--- src/rtl/ppl_pkg.sv ---
// Shared widths, command codes and register indexes of the playback position looper.
package ppl_pkg;

  // Field widths fixed by the stream and configuration formats
  localparam int VAL_W       = 64;
  localparam int FUNC_W      = 3;
  localparam int POS_W       = 63;
  localparam int MODE_W      = 2;
  localparam int DUR_W       = 62;
  localparam int CFG_ADDR_W  = 1;
  localparam int OUT_TDATA_W = 72;

  // Digit width of the serial adder
  localparam int ADD_DIGIT = 8;

  // Bit places inside the result tdata
  localparam int OUT_CHG_BIT = POS_W;
  localparam int OUT_RUN_BIT = POS_W + 1;

  // Command codes carried on in_tuser
  localparam logic [FUNC_W-1:0] FUNC_PLAY    = 3'd0;
  localparam logic [FUNC_W-1:0] FUNC_PAUSE   = 3'd1;
  localparam logic [FUNC_W-1:0] FUNC_STOP    = 3'd2;
  localparam logic [FUNC_W-1:0] FUNC_SET     = 3'd3;
  localparam logic [FUNC_W-1:0] FUNC_ADVANCE = 3'd4;

  // Loop modes; the unused code behaves as once
  localparam logic [MODE_W-1:0] MODE_ONCE = 2'd0;
  localparam logic [MODE_W-1:0] MODE_LOOP = 2'd1;
  localparam logic [MODE_W-1:0] MODE_PING = 2'd2;

  // Configuration register indexes
  localparam logic [CFG_ADDR_W-1:0] REG_LOOP_MODE = 1'b0;
  localparam logic [CFG_ADDR_W-1:0] REG_DURATION  = 1'b1;

endpackage

--- src/rtl/playback_position_looper.sv ---
// Top level of the playback position looper: command sequencer, state and result register.
//
//   channel   direction  handshake              payload
//   in_       slave      in_tvalid / in_tready  tdata value, tuser command
//   out_      master     out_tvalid / out_tready tdata position, changed, running
//   cfg_      slave      cfg_valid / cfg_ready  cfg_addr index, cfg_data value
//
// Play, pause, stop, set time and an advance that does not act go straight to the result step.
// An advance in once mode passes through the 8-bit digit adder.
// An advance in loop or ping-pong mode passes through the adder and then the
// bit-serial remainder unit, which works one bit of TIME_WIDTH per cycle.
// One command is in work at a time; the next is taken while a result waits.
// Reset (rst_n low, synchronous) zeroes position, playing flag and registers.
// A stalled out_tready holds the finished result and parks the next command in
// its final step; configuration writes are taken in every cycle.
module playback_position_looper #(
  parameter int TIME_WIDTH = 64
) (
  input  logic                               clk,
  input  logic                               rst_n,
  input  logic                               in_tvalid,
  output logic                               in_tready,
  input  logic [ppl_pkg::VAL_W-1:0]          in_tdata,   // [63:0] value
  input  logic [ppl_pkg::FUNC_W-1:0]         in_tuser,   // [2:0] func
  output logic                               out_tvalid,
  input  logic                               out_tready,
  output logic [ppl_pkg::OUT_TDATA_W-1:0]    out_tdata,  // [62:0] position, [63] changed,
                                                         // [64] running, [71:65] zero
  input  logic                               cfg_valid,
  output logic                               cfg_ready,
  input  logic [ppl_pkg::CFG_ADDR_W-1:0]     cfg_addr,
  input  logic [ppl_pkg::DUR_W-1:0]          cfg_data
);

  import ppl_pkg::*;

  localparam int TW = TIME_WIDTH;
  localparam logic [VAL_W-1:0] TMAX64 = (VAL_W'(1) << (TW - 1)) - VAL_W'(1);
  localparam logic [VAL_W-1:0] TMIN64 = ~TMAX64;

  typedef enum logic [2:0] {
    S_IDLE, S_ADD, S_CLAMP, S_MAP, S_DIV, S_FIX, S_MIRROR, S_PUB
  } state_t;

  state_t              state_r;
  logic [MODE_W-1:0]   mode_r;
  logic [DUR_W-1:0]    duration_r;
  logic [TW-2:0]       position_r;
  logic                playing_r;
  logic [TW-2:0]       dur_r;
  logic                dsign_r;
  logic [TW-1:0]       next_r;
  logic                neg_r;
  logic [TW-1:0]       period_r;
  logic [TW-1:0]       rem_r;
  logic [TW-2:0]       res_pos_r;
  logic                res_run_r;
  logic                res_adv_r;
  logic                out_tvalid_r;
  logic [POS_W-1:0]    out_pos_r;
  logic                out_chg_r;
  logic                out_run_r;

  logic                in_accept;
  logic                mode_loop;
  logic                mode_ping;
  logic [VAL_W-1:0]    dur64;
  logic [TW-2:0]       dur_eff;
  logic [TW-2:0]       set_pos;
  logic                adv_acts;
  logic [TW-2:0]       cmd_pos;
  logic                cmd_run;
  logic                cmd_adv;
  logic                add_start;
  logic                add_done;
  logic [VAL_W-1:0]    add_sum;
  logic                sum_ovf;
  logic [TW-1:0]       next_c;
  logic                next_neg;
  logic [TW-1:0]       dur_x;
  logic [TW-1:0]       period_c;
  logic [TW-1:0]       mag_c;
  logic                div_start;
  logic                div_done;
  logic [TW-1:0]       div_rem;
  logic [TW-1:0]       fix_c;
  logic [TW-1:0]       mir_c;
  logic                changed_c;
  logic                pub_load;

  assign in_tready = (state_r == S_IDLE);
  assign in_accept = in_tvalid && in_tready;
  assign cfg_ready = 1'b1;
  assign mode_loop = (mode_r == MODE_LOOP);
  assign mode_ping = (mode_r == MODE_PING);

  // Effective duration: capped at the largest time value
  assign dur64   = VAL_W'(duration_r);
  assign dur_eff = (dur64 > TMAX64) ? TMAX64[TW-2:0] : dur64[TW-2:0];

  // Set time clamps into 0..max
  assign set_pos = in_tdata[VAL_W-1] ? '0 :
                   ($signed(in_tdata) > $signed(TMAX64)) ? TMAX64[TW-2:0] :
                   in_tdata[TW-2:0];

  // An advance acts only while playing with a nonzero delta and duration
  assign adv_acts  = playing_r && (|in_tdata) && (|duration_r);
  assign add_start = in_accept && (in_tuser == FUNC_ADVANCE) && adv_acts;

  // Decode the offered command into its immediate result
  always_comb begin
    cmd_pos = position_r;
    cmd_run = playing_r;
    cmd_adv = 1'b0;
    unique case (in_tuser)
      FUNC_PLAY:  cmd_run = 1'b1;
      FUNC_PAUSE: cmd_run = 1'b0;
      FUNC_STOP: begin
        cmd_run = 1'b0;
        cmd_pos = '0;
      end
      FUNC_SET:     cmd_pos = set_pos;
      FUNC_ADVANCE: cmd_adv = adv_acts;
      default:      cmd_adv = 1'b0;
    endcase
  end

  ppl_sadd #(
    .WIDTH (VAL_W),
    .DIGIT (ADD_DIGIT)
  ) u_sadd (
    .clk   (clk),
    .rst_n (rst_n),
    .start (add_start),
    .a_in  (in_tdata),
    .b_in  (VAL_W'(position_r)),
    .done  (add_done),
    .sum   (add_sum)
  );

  // Saturate the sum, then clamp it into the signed time range
  assign sum_ovf = !dsign_r && add_sum[VAL_W-1];
  always_comb begin
    priority if (sum_ovf || ($signed(add_sum) > $signed(TMAX64))) begin
      next_c = TMAX64[TW-1:0];
    end else if ($signed(add_sum) < $signed(TMIN64)) begin
      next_c = TMIN64[TW-1:0];
    end else begin
      next_c = add_sum[TW-1:0];
    end
  end

  // Divisor and dividend magnitude for the wrap modes
  assign next_neg  = next_r[TW-1];
  assign dur_x     = {1'b0, dur_r};
  assign period_c  = mode_ping ? {dur_r, 1'b0} : dur_x;
  assign mag_c     = next_neg ? (~next_r + TW'(1)) : next_r;
  assign div_start = (state_r == S_MAP) && (mode_loop || mode_ping);

  ppl_srem #(
    .WIDTH (TW)
  ) u_srem (
    .clk      (clk),
    .rst_n    (rst_n),
    .start    (div_start),
    .dividend (mag_c),
    .divisor  (period_c),
    .done     (div_done),
    .rem      (div_rem)
  );

  // Floor remainder for negative times, then mirror for ping-pong
  assign fix_c = (neg_r && (|div_rem)) ? (period_r - div_rem) : div_rem;
  assign mir_c = (mode_ping && (rem_r >= dur_x)) ? (period_r - rem_r) : rem_r;

  assign changed_c = res_adv_r && (res_pos_r != position_r);
  assign pub_load  = (state_r == S_PUB) && (!out_tvalid_r || out_tready);

  // Sequencer, architectural state, configuration and result register
  always_ff @(posedge clk) begin
    if (!rst_n) begin
      state_r      <= S_IDLE;
      mode_r       <= MODE_ONCE;
      duration_r   <= '0;
      position_r   <= '0;
      playing_r    <= 1'b0;
      out_tvalid_r <= 1'b0;
    end else begin
      // Take configuration writes
      if (cfg_valid) begin
        unique case (cfg_addr)
          REG_LOOP_MODE: mode_r     <= cfg_data[MODE_W-1:0];
          REG_DURATION:  duration_r <= cfg_data;
          default:       mode_r     <= mode_r;
        endcase
      end

      // Raise a new result, drop it once its transaction completes
      if (pub_load) begin
        out_tvalid_r <= 1'b1;
      end else if (out_tready) begin
        out_tvalid_r <= 1'b0;
      end

      unique case (state_r)
        S_IDLE: begin
          if (in_accept) begin
            dur_r     <= dur_eff;
            dsign_r   <= in_tdata[VAL_W-1];
            res_pos_r <= cmd_pos;
            res_run_r <= cmd_run;
            res_adv_r <= cmd_adv;
            state_r   <= cmd_adv ? S_ADD : S_PUB;
          end
        end
        S_ADD: begin
          if (add_done) begin
            state_r <= S_CLAMP;
          end
        end
        S_CLAMP: begin
          next_r  <= next_c;
          state_r <= S_MAP;
        end
        S_MAP: begin
          if (mode_loop || mode_ping) begin
            neg_r    <= next_neg;
            period_r <= period_c;
            state_r  <= S_DIV;
          end else begin
            // Once: clamp to 0..duration, stop at either end
            res_run_r <= !(next_neg || (next_r >= dur_x));
            res_pos_r <= next_neg ? '0 : (next_r > dur_x) ? dur_r : next_r[TW-2:0];
            state_r   <= S_PUB;
          end
        end
        S_DIV: begin
          if (div_done) begin
            state_r <= S_FIX;
          end
        end
        S_FIX: begin
          rem_r   <= fix_c;
          state_r <= S_MIRROR;
        end
        S_MIRROR: begin
          res_pos_r <= mir_c[TW-2:0];
          state_r   <= S_PUB;
        end
        S_PUB: begin
          if (pub_load) begin
            position_r <= res_pos_r;
            playing_r  <= res_run_r;
            out_pos_r  <= POS_W'(res_pos_r);
            out_chg_r  <= changed_c;
            out_run_r  <= res_run_r;
            state_r    <= S_IDLE;
          end
        end
        default: state_r <= S_IDLE;
      endcase
    end
  end

  assign out_tvalid = out_tvalid_r;
  assign out_tdata  = OUT_TDATA_W'({out_run_r, out_chg_r, out_pos_r});

endmodule

--- src/rtl/ppl_sadd.sv ---
// Digit-serial adder: sums two words one digit per cycle through shift registers.
module ppl_sadd #(
  parameter int WIDTH = 64,
  parameter int DIGIT = 8
) (
  input  logic             clk,
  input  logic             rst_n,
  input  logic             start,
  input  logic [WIDTH-1:0] a_in,
  input  logic [WIDTH-1:0] b_in,
  output logic             done,
  output logic [WIDTH-1:0] sum
);

  localparam int STEPS = WIDTH / DIGIT;
  localparam int CNT_W = (STEPS > 1) ? $clog2(STEPS) : 1;

  logic [WIDTH-1:0] a_sr_r;
  logic [WIDTH-1:0] b_sr_r;
  logic [WIDTH-1:0] s_sr_r;
  logic             carry_r;
  logic [CNT_W-1:0] cnt_r;
  logic             busy_r;
  logic             done_r;
  logic [DIGIT:0]   digit_sum;

  // Add the lowest digits with the stored carry
  assign digit_sum = {1'b0, a_sr_r[DIGIT-1:0]} + {1'b0, b_sr_r[DIGIT-1:0]}
                     + (DIGIT + 1)'(carry_r);

  // Load operands, then shift one digit per cycle
  always_ff @(posedge clk) begin
    if (!rst_n) begin
      busy_r <= 1'b0;
      done_r <= 1'b0;
    end else begin
      done_r <= 1'b0;
      if (start) begin
        a_sr_r  <= a_in;
        b_sr_r  <= b_in;
        carry_r <= 1'b0;
        cnt_r   <= CNT_W'(STEPS - 1);
        busy_r  <= 1'b1;
      end else if (busy_r) begin
        a_sr_r  <= a_sr_r >> DIGIT;
        b_sr_r  <= b_sr_r >> DIGIT;
        s_sr_r  <= {digit_sum[DIGIT-1:0], s_sr_r[WIDTH-1:DIGIT]};
        carry_r <= digit_sum[DIGIT];
        cnt_r   <= cnt_r - CNT_W'(1);
        if (cnt_r == '0) begin
          busy_r <= 1'b0;
          done_r <= 1'b1;
        end
      end
    end
  end

  assign done = done_r;
  assign sum  = s_sr_r;

endmodule

--- src/rtl/ppl_srem.sv ---
// Bit-serial restoring remainder unit: one dividend bit per cycle.
module ppl_srem #(
  parameter int WIDTH = 64
) (
  input  logic             clk,
  input  logic             rst_n,
  input  logic             start,
  input  logic [WIDTH-1:0] dividend,
  input  logic [WIDTH-1:0] divisor,
  output logic             done,
  output logic [WIDTH-1:0] rem
);

  localparam int CNT_W = $clog2(WIDTH);

  logic [WIDTH-1:0] q_sr_r;
  logic [WIDTH-1:0] d_r;
  logic [WIDTH-1:0] r_r;
  logic [CNT_W-1:0] cnt_r;
  logic             busy_r;
  logic             done_r;
  logic [WIDTH:0]   r_shift;
  logic [WIDTH:0]   r_diff;
  logic             r_ge;

  // Bring in the next dividend bit and trial-subtract the divisor
  assign r_shift = {r_r, q_sr_r[WIDTH-1]};
  assign r_diff  = r_shift - {1'b0, d_r};
  assign r_ge    = (r_shift >= {1'b0, d_r});

  always_ff @(posedge clk) begin
    if (!rst_n) begin
      busy_r <= 1'b0;
      done_r <= 1'b0;
    end else begin
      done_r <= 1'b0;
      if (start) begin
        q_sr_r <= dividend;
        d_r    <= divisor;
        r_r    <= '0;
        cnt_r  <= CNT_W'(WIDTH - 1);
        busy_r <= 1'b1;
      end else if (busy_r) begin
        q_sr_r <= q_sr_r << 1;
        r_r    <= r_ge ? r_diff[WIDTH-1:0] : r_shift[WIDTH-1:0];
        cnt_r  <= cnt_r - CNT_W'(1);
        if (cnt_r == '0) begin
          busy_r <= 1'b0;
          done_r <= 1'b1;
        end
      end
    end
  end

  assign done = done_r;
  assign rem  = r_r;

endmodule

--- config.mk ---
export PLATFORM = sky130hd
export DESIGN_NAME = playback_position_looper
export DESIGN_NICKNAME = d
export VERILOG_FILES = /design/src/rtl/ppl_pkg.sv /design/src/rtl/playback_position_looper.sv /design/src/rtl/ppl_sadd.sv /design/src/rtl/ppl_srem.sv
export SDC_FILE = /design/constraint.sdc
export NUM_CORES = 2
export LEC_CHECK = 0
export BUFFER_PORTS_ARGS = -buffer_cell sky130_fd_sc_hd__buf_4
export CORE_MARGIN = 3
export CORE_UTILIZATION = 49
export CTS_CLUSTER_DIAMETER = 100
export DETAILED_ROUTE_END_ITERATION = 12
export HOLD_SLACK_MARGIN = 0.1
export PLACE_DENSITY = 0.66
export SETUP_SLACK_MARGIN = 0.1
export SLEW_MARGIN = 20
export SYNTH_ARGS = -nofsm -noshare
export SYNTH_HDL_FRONTEND = slang
export SYNTH_SLANG_ARGS = --single-unit
export TNS_END_PERCENT = 5
--- constraint.sdc ---
create_clock -name clk -period 8.4 [get_ports clk]
set_input_delay 1.68 -clock clk [delete_from_list [all_inputs] [get_ports clk]]
set_output_delay 1.68 -clock clk [all_outputs]
set_load 0.02 [all_outputs]
# After elaboration in Yosys (flattened, before gate mapping)
# Cells that the tools add are included.
# W data, S select, Z words.
# word_totals
output_inout_bits	75
regBits	916
in_bits	135
latch_bits	0
ram_bits	0
wordCells	168
mem_bits_ro	0
memories	0
# classes
n_shift	0
mul	0
addsub	8
order_cmp	8
reduce_logical	48
n_eq_ne	19
muxes	47
div	0
n_bitwise	6
# op_table
op	count
$mux W64	10
$mux W63	10
$pmux W63 S3	1
$ge A64 B63 Y1	2
$gt A64 B64 Y1 const B	2
$reduce_or A64 Y1	2
$sub A64 B64 Y64	2
$pmux W63 S2	1
$ge A65 B64 Y1	1
$add A64 B1 Y64 const B	1
$gt A64 B63 Y1	1
$lt A64 B64 Y1 const B	1
$not A64 Y64	1
$gt A62 B63 Y1 const B	1
$ne A63 B63 Y1	1
$sub A63 B63 Y63	1
$reduce_or A62 Y1	1
$pmux W3 S8	1
$mux W3	6
$reduce_and A2 Y1	8
$eq A3 B3 Y1 const B	5
$mux W1	14
$eq A3 B2 Y1 const B	4
$reduce_and A3 Y1	4
23 further kinds	55

# Depth between registers and ports, before layout
# depth
word_depth	7
depth_mapped	16
depth_no_buf	14

# Cells and area by module
# A second synthesis with hierarchy kept.
# hier_totals
cells_unflattened	5208
area_unflattened_um2	54024.3
# modules_own_cells
module	cells_each	area_per_inst_um2	seq_area_each_um2	instances
playback_position_looper	3725	33873.7	14203.6	1
ppl_srem	1092	12249.2	5985.7	1
ppl_sadd	391	7901.3	5925.7	1

# Worst setup path before layout
# Ideal clock, no wire load.
# synth_timing
path_kind	input to register
startpoint	in rst_n
endpoint	reg next_r[0], enable pin
t_arrival_ns	6.325
stages	3
required_ns	7.835
slack_ns	1.510
n_path_buf	1
setup_ns	0.565
cell_sequence	clkbuf_1 > nand2_1 > nor3_1
# synth_between
elab_chain_len	1
# synth_rtl
element	line	text
from (decl)	playback_position_looper.sv:20	input logic rst_n,
$reduce_and A2 Y1 (no source line)	-	
to (signal assigned)	playback_position_looper.sv:222	next_r <= next_c;
to (decl)	playback_position_looper.sv:52	logic [TW-1:0] next_r;
# Every way passes these cells.
# A chain may end at the register's enable or synchronous reset.

# Final worst setup path
# layout_timing
startpoint	reg u_srem.r_r[0], in the netlist u_srem.rem[0]
endpoint	reg u_srem.r_r[22], in the netlist u_srem.rem[22], data pin
# layout_between
elab_chain_len	3
elab_cells_between_ends	4
classes_between	1 x add/sub; 1 x order compare; 2 x mux
# layout_rtl
element	line	text
from (decl)	ppl_srem.sv:18	logic [WIDTH-1:0] r_r;
from (signal assigned)	ppl_srem.sv:45	r_r <= r_ge ? r_diff[WIDTH-1:0] : r_shift[WIDTH-1:0];
$sub A64 B64 Y64 or $ge A65 B64 Y1 (tied branches)	ppl_srem.sv:28, ppl_srem.sv:29	
$mux W64 (*)	ppl_srem.sv:45	
$mux W64 (*)	ppl_srem.sv:43	end else if (busy_r) begin
# Mark *: on every way between the ends. The rest lies on a longest branch, timed or not. The select of a mux whose other input is x is not followed.

==> out/summary.md <==
### Detailed routing
• **Residual DRC** 0
• **total wirelength of the detailed-routed design** 187 mm
• **wire length per cell** 26.8 um
• **Initial DRT Pass Iterations** 6
• **Routed Antenna Nets** 0
• **detailed router's first-iteration violation count** 5650
• **vias post-DR** 43400
• **average vias per placed instance** 6.22

### Pwr
• **Internal Power** 8.49 mW
• **logic gate share of total power** 15.6%
• **switching part of the total power** 29.7%
• **Total Power Consumption** 12.1 mW
• **Static Leakage** 23.6 nW
• **worst-case vdd ir drop** 0.174 mV
• **part of the total power dissipated in the clock network** 37.1%
• **fraction of power consumed by sequential logic** 47.3%
• **Net Switching** 3.58 mW
• **pwr dens** 201 mW/mm2

### STA
• **final hold vios** 0
• **post-route clock period utilization** 60.7%
• **setup repair after global routing missed its margin** false
• **highest attainable clock frequency** 196 MHz
• **count of endpoints failing setup in the final report** 0
• **worst relative slew slack** 15.0%
• **final number of max-transition violations** 0
• **Worst-Margin Slew** 1260 ps
• **final clock skew** 46.2 ps
• **final period demand of the worst path** 5100 ps
• **Worst Hold Slack** 429 ps
• **final total negative setup slack** 0 ps

### Worst setup path
• **Setup crit start kind** register
• **CP Data Arrival Time** 5590 ps
• **r2r setup slk** 3300 ps
• **crit end category** register
• **FF-to-FF path depth** 13
• **worst path required time** 8880 ps
• **endpoint of the worst setup timing path** u_srem.rem[22]$_SDFFCE_PP0P_
• **endpoint of the worst register-to-register path** u_srem.rem[22]$_SDFFCE_PP0P_
• **CP Max Fanout** 33
• **launching point of the worst reg2reg path** u_srem.rem[0]$_SDFFCE_PP0P_
• **category of the most critical setup path** register to register
• **critical path startpoint** u_srem.rem[0]$_SDFFCE_PP0P_

### CTS
• **clock-pin slew on the worst setup and hold paths** 60 ps
• **H-tree levels** 3
• **clock latency reported for the late side of the worst-skew pair** 680 ps
• **CTS Hold Buffers Added** 0
• **cts repair resizes** 0
• **CTS Buf Count** 96
• **TritonCTS Sinks** 913
• **maximum clock insertion buffer count** 3
• **TritonCTS clock tree** yes
• **cell at the root of the clock tree** sky130_fd_sc_hd__clkbuf_16
• **Post-CTS Setup Inserts** 0

### Final layout
• **highest-count cells in the layout ignoring fill and taps** 777 x sky130_fd_sc_hd__edfxtp_1, 739 x sky130_fd_sc_hd__nand2_1, 356 x sky130_fd_sc_hd__o21ai_0, 324 x sky130_fd_sc_hd__ha_1, 318 x sky130_fd_sc_hd__inv_1
• **count of placed standard cells in the final layout, fillers left out** 6976
• **fraction of layout cells with a size suffix above 1** 10.7%
• **Filler Cells Inserted** 9789
• **area growth from synthesis to final layout** 11.1%
• **register cell area after layout** 0.0261 mm2
• **nets@finish** 5880
• **area of the multi-input gates** 0.0259 mm2
• **commonest non-fill, non-tap cell in the layout** sky130_fd_sc_hd__edfxtp_1

### Die
• **Die Footprint** 0.115 mm2
• **std cell rows** 121
• **die outline height** 338 um
• **effective utilization at floorplan** 49.5%
• **top-level I/O count** 210
• **area of the core** 0.109 mm2
• **die boundary width** 338 um

### Yosys
• **number of distinct standard cells referenced by the synthesized netlist** 97
• **share of flip-flops with an asynchronous set or reset** 0%
• **flip-flop and latch count after synthesis** 913
• **Post-synth top flop** sky130_fd_sc_hd__edfxtp_1
• **total standard cell area after synthesis** 0.0541 mm2
• **Post-Synthesis Mean Instance Area** 10.1 um2
• **register area share after synthesis** 48.1%
• **post-synthesis cell count** 5345
• **warning count from the yosys run** 0
• **number of flops mapped to enable cells by yosys** 777

### GRT
• **via count of the first global-routing pass** 40600
• **global-route wire length before repair** 272 mm
• **GR Util All Layers** 31.7%
• **number of antenna violations at the first check in global routing** 13
• **GR Overflow Total** 0
• **maximum number of pins on one net before global-route repair** 95

### Placed design
• **Routability Congestion** 0.985
• **total of buffers placed on input and output ports** 201
• **HPWL after detailed placement** 144 mm
• **cell count after placement** 6793

### Worst hold path
• **Worst Hold Depth** 0
• **Hold/Removal Path Class** register to register

### Outcome
• **status** finished clean

### Flow run
• **Max Cap Violations** 0

## worst min path at each step
stage | from | endpoint | slack, ps
final | u_sadd.sum[12]$_DFFE_PP_ | u_sadd.sum[4]$_DFFE_PP_ | 430
after global routing | u_sadd.sum[12]$_DFFE_PP_ | u_sadd.sum[4]$_DFFE_PP_ | 450
after CTS | u_sadd.sum[12]$_DFFE_PP_ | u_sadd.sum[4]$_DFFE_PP_ | 430
after detailed placement | u_sadd.sum[11]$_DFFE_PP_ | u_sadd.sum[3]$_DFFE_PP_ | 420
after global placement | u_sadd.sum[54]$_DFFE_PP_ | u_sadd.sum[46]$_DFFE_PP_ | 420
after floorplan | u_srem.busy_r$_SDFF_PN0_ | u_srem.done$_SDFF_PP0_ | 410
## cell families after synthesis
| family | synth area share [%] |
|---|---|
| buffers and inverters | 4.36 |
| AO/OA/AOI/OAI | 17.4 |
| multiplexers | 4.19 |
| AND/OR/NAND/NOR | 13.7 |
| adder cells (fa/ha/maj) | 7.69 |
| XOR/XNOR | 4.51 |
| flip-flops | 48.1 |
| other | 0.0139 |
## synth_stat cells (all sizes together), types with 12 or more instances
master / instances / area, um2
edfxtp: 777 / 23300
nand2: 742 / 2790
o21ai: 369 / 1850
ha: 325 / 4070
inv: 320 / 1200
a21oi: 306 / 1540
clkbuf: 230 / 866
a21o: 199 / 1490
nor2: 197 / 744
xor2: 162 / 1420
dfxtp: 136 / 2720
a21boi: 135 / 1010
mux2: 119 / 1340
xnor2: 117 / 1020
nand4: 98 / 613
nand2b: 95 / 594
mux2i: 93 / 931
nand3: 89 / 445
nor4: 88 / 581
nor3: 63 / 315
buf: 51 / 290
a22oi: 45 / 338
o21bai: 45 / 338
a211oi: 42 / 315
and2: 40 / 250
a31oi: 35 / 219
o31ai: 35 / 295
nor2b: 30 / 188
o211ai: 28 / 210
o21a: 28 / 210
or3: 26 / 183
and3: 22 / 138
o22a: 19 / 166
or4: 19 / 150
o221ai: 16 / 140
a22o: 13 / 114
o22ai: 13 / 81.3
o41ai: 13 / 129
a2111oi: 12 / 131
a221oi: 12 / 105
or2: 12 / 75.1
## registers in the layout, summed over array words and instances, names as in the netlist, 2 cells and up
signal and cells:
u_sadd.sum 64, dur_r 62, u_sadd.cnt_r 3, u_srem.rem 64, mode_r 2, position_r 63, duration_r 62, next_r 64
state_r 3, u_srem.cnt_r 6, u_srem.d_r 63, u_sadd.b_sr_r 63, u_srem.q_sr_r 64, rem_r 64, res_pos_r 63, period_r 63
out_pos_r 63, u_sadd.a_sr_r 64
## layout make-up
type / instances / share of cell area, %
multi-input cells: 3836 / 43.1
flip-flops and latches: 913 / 43.3
well taps: 1476 / 3.07
clock inverters: 55 / 1.05
repair buffers: 247 / 3.08
clock buffers: 124 / 4.41
inverters: 321 / 2.00
diodes: 4 / 0.0166
## critical path, cell delays in order (launching register included)
cell and delay (ps):
sky130_fd_sc_hd__edfxtp_1 530, sky130_fd_sc_hd__ha_1 470, sky130_fd_sc_hd__nor2b_1 190, sky130_fd_sc_hd__o21ai_0 250, sky130_fd_sc_hd__a21oi_1 180, sky130_fd_sc_hd__o311ai_1 650
sky130_fd_sc_hd__and3_1 360, sky130_fd_sc_hd__nor2_1 160, sky130_fd_sc_hd__a2111oi_4 490, sky130_fd_sc_hd__or2_2 650, sky130_fd_sc_hd__buf_4 400, sky130_fd_sc_hd__buf_4 250
sky130_fd_sc_hd__nor2_1 70, sky130_fd_sc_hd__a211oi_1 230
## routing by layer
layer	track usage (%)	wire, um	share of wire, %	vias up
li1	-	-	-	19700
met1	44.6	77800	42	21200
met2	49.9	85100	45	2133
met3	4.73	16700	8.9	360
met4	11.5	7600	4.1	2
met5	0	32	0.017	-
## power groups by stage
stage	combinational (mW)	clock, mW	sequential, mW
floorplan	1.20	0	5.54
global placement	1.80	0	5.79
detailed placement	1.83	0	5.78
CTS	1.84	4.51	5.69
global route	2.02	4.68	5.71
finish	1.88	4.48	5.72
## per-stage QoR
stage,instance area [um2],setup slack [ps],util [%]
floorplan,54200,1510,-
global placement,56900,2950,52.0
detailed placement,56900,2880,52.0
CTS,60100,3410,55.0
global route,60100,3060,55.0
finish,60200,3300,55.0
Power figures use the tool's default switching activity.
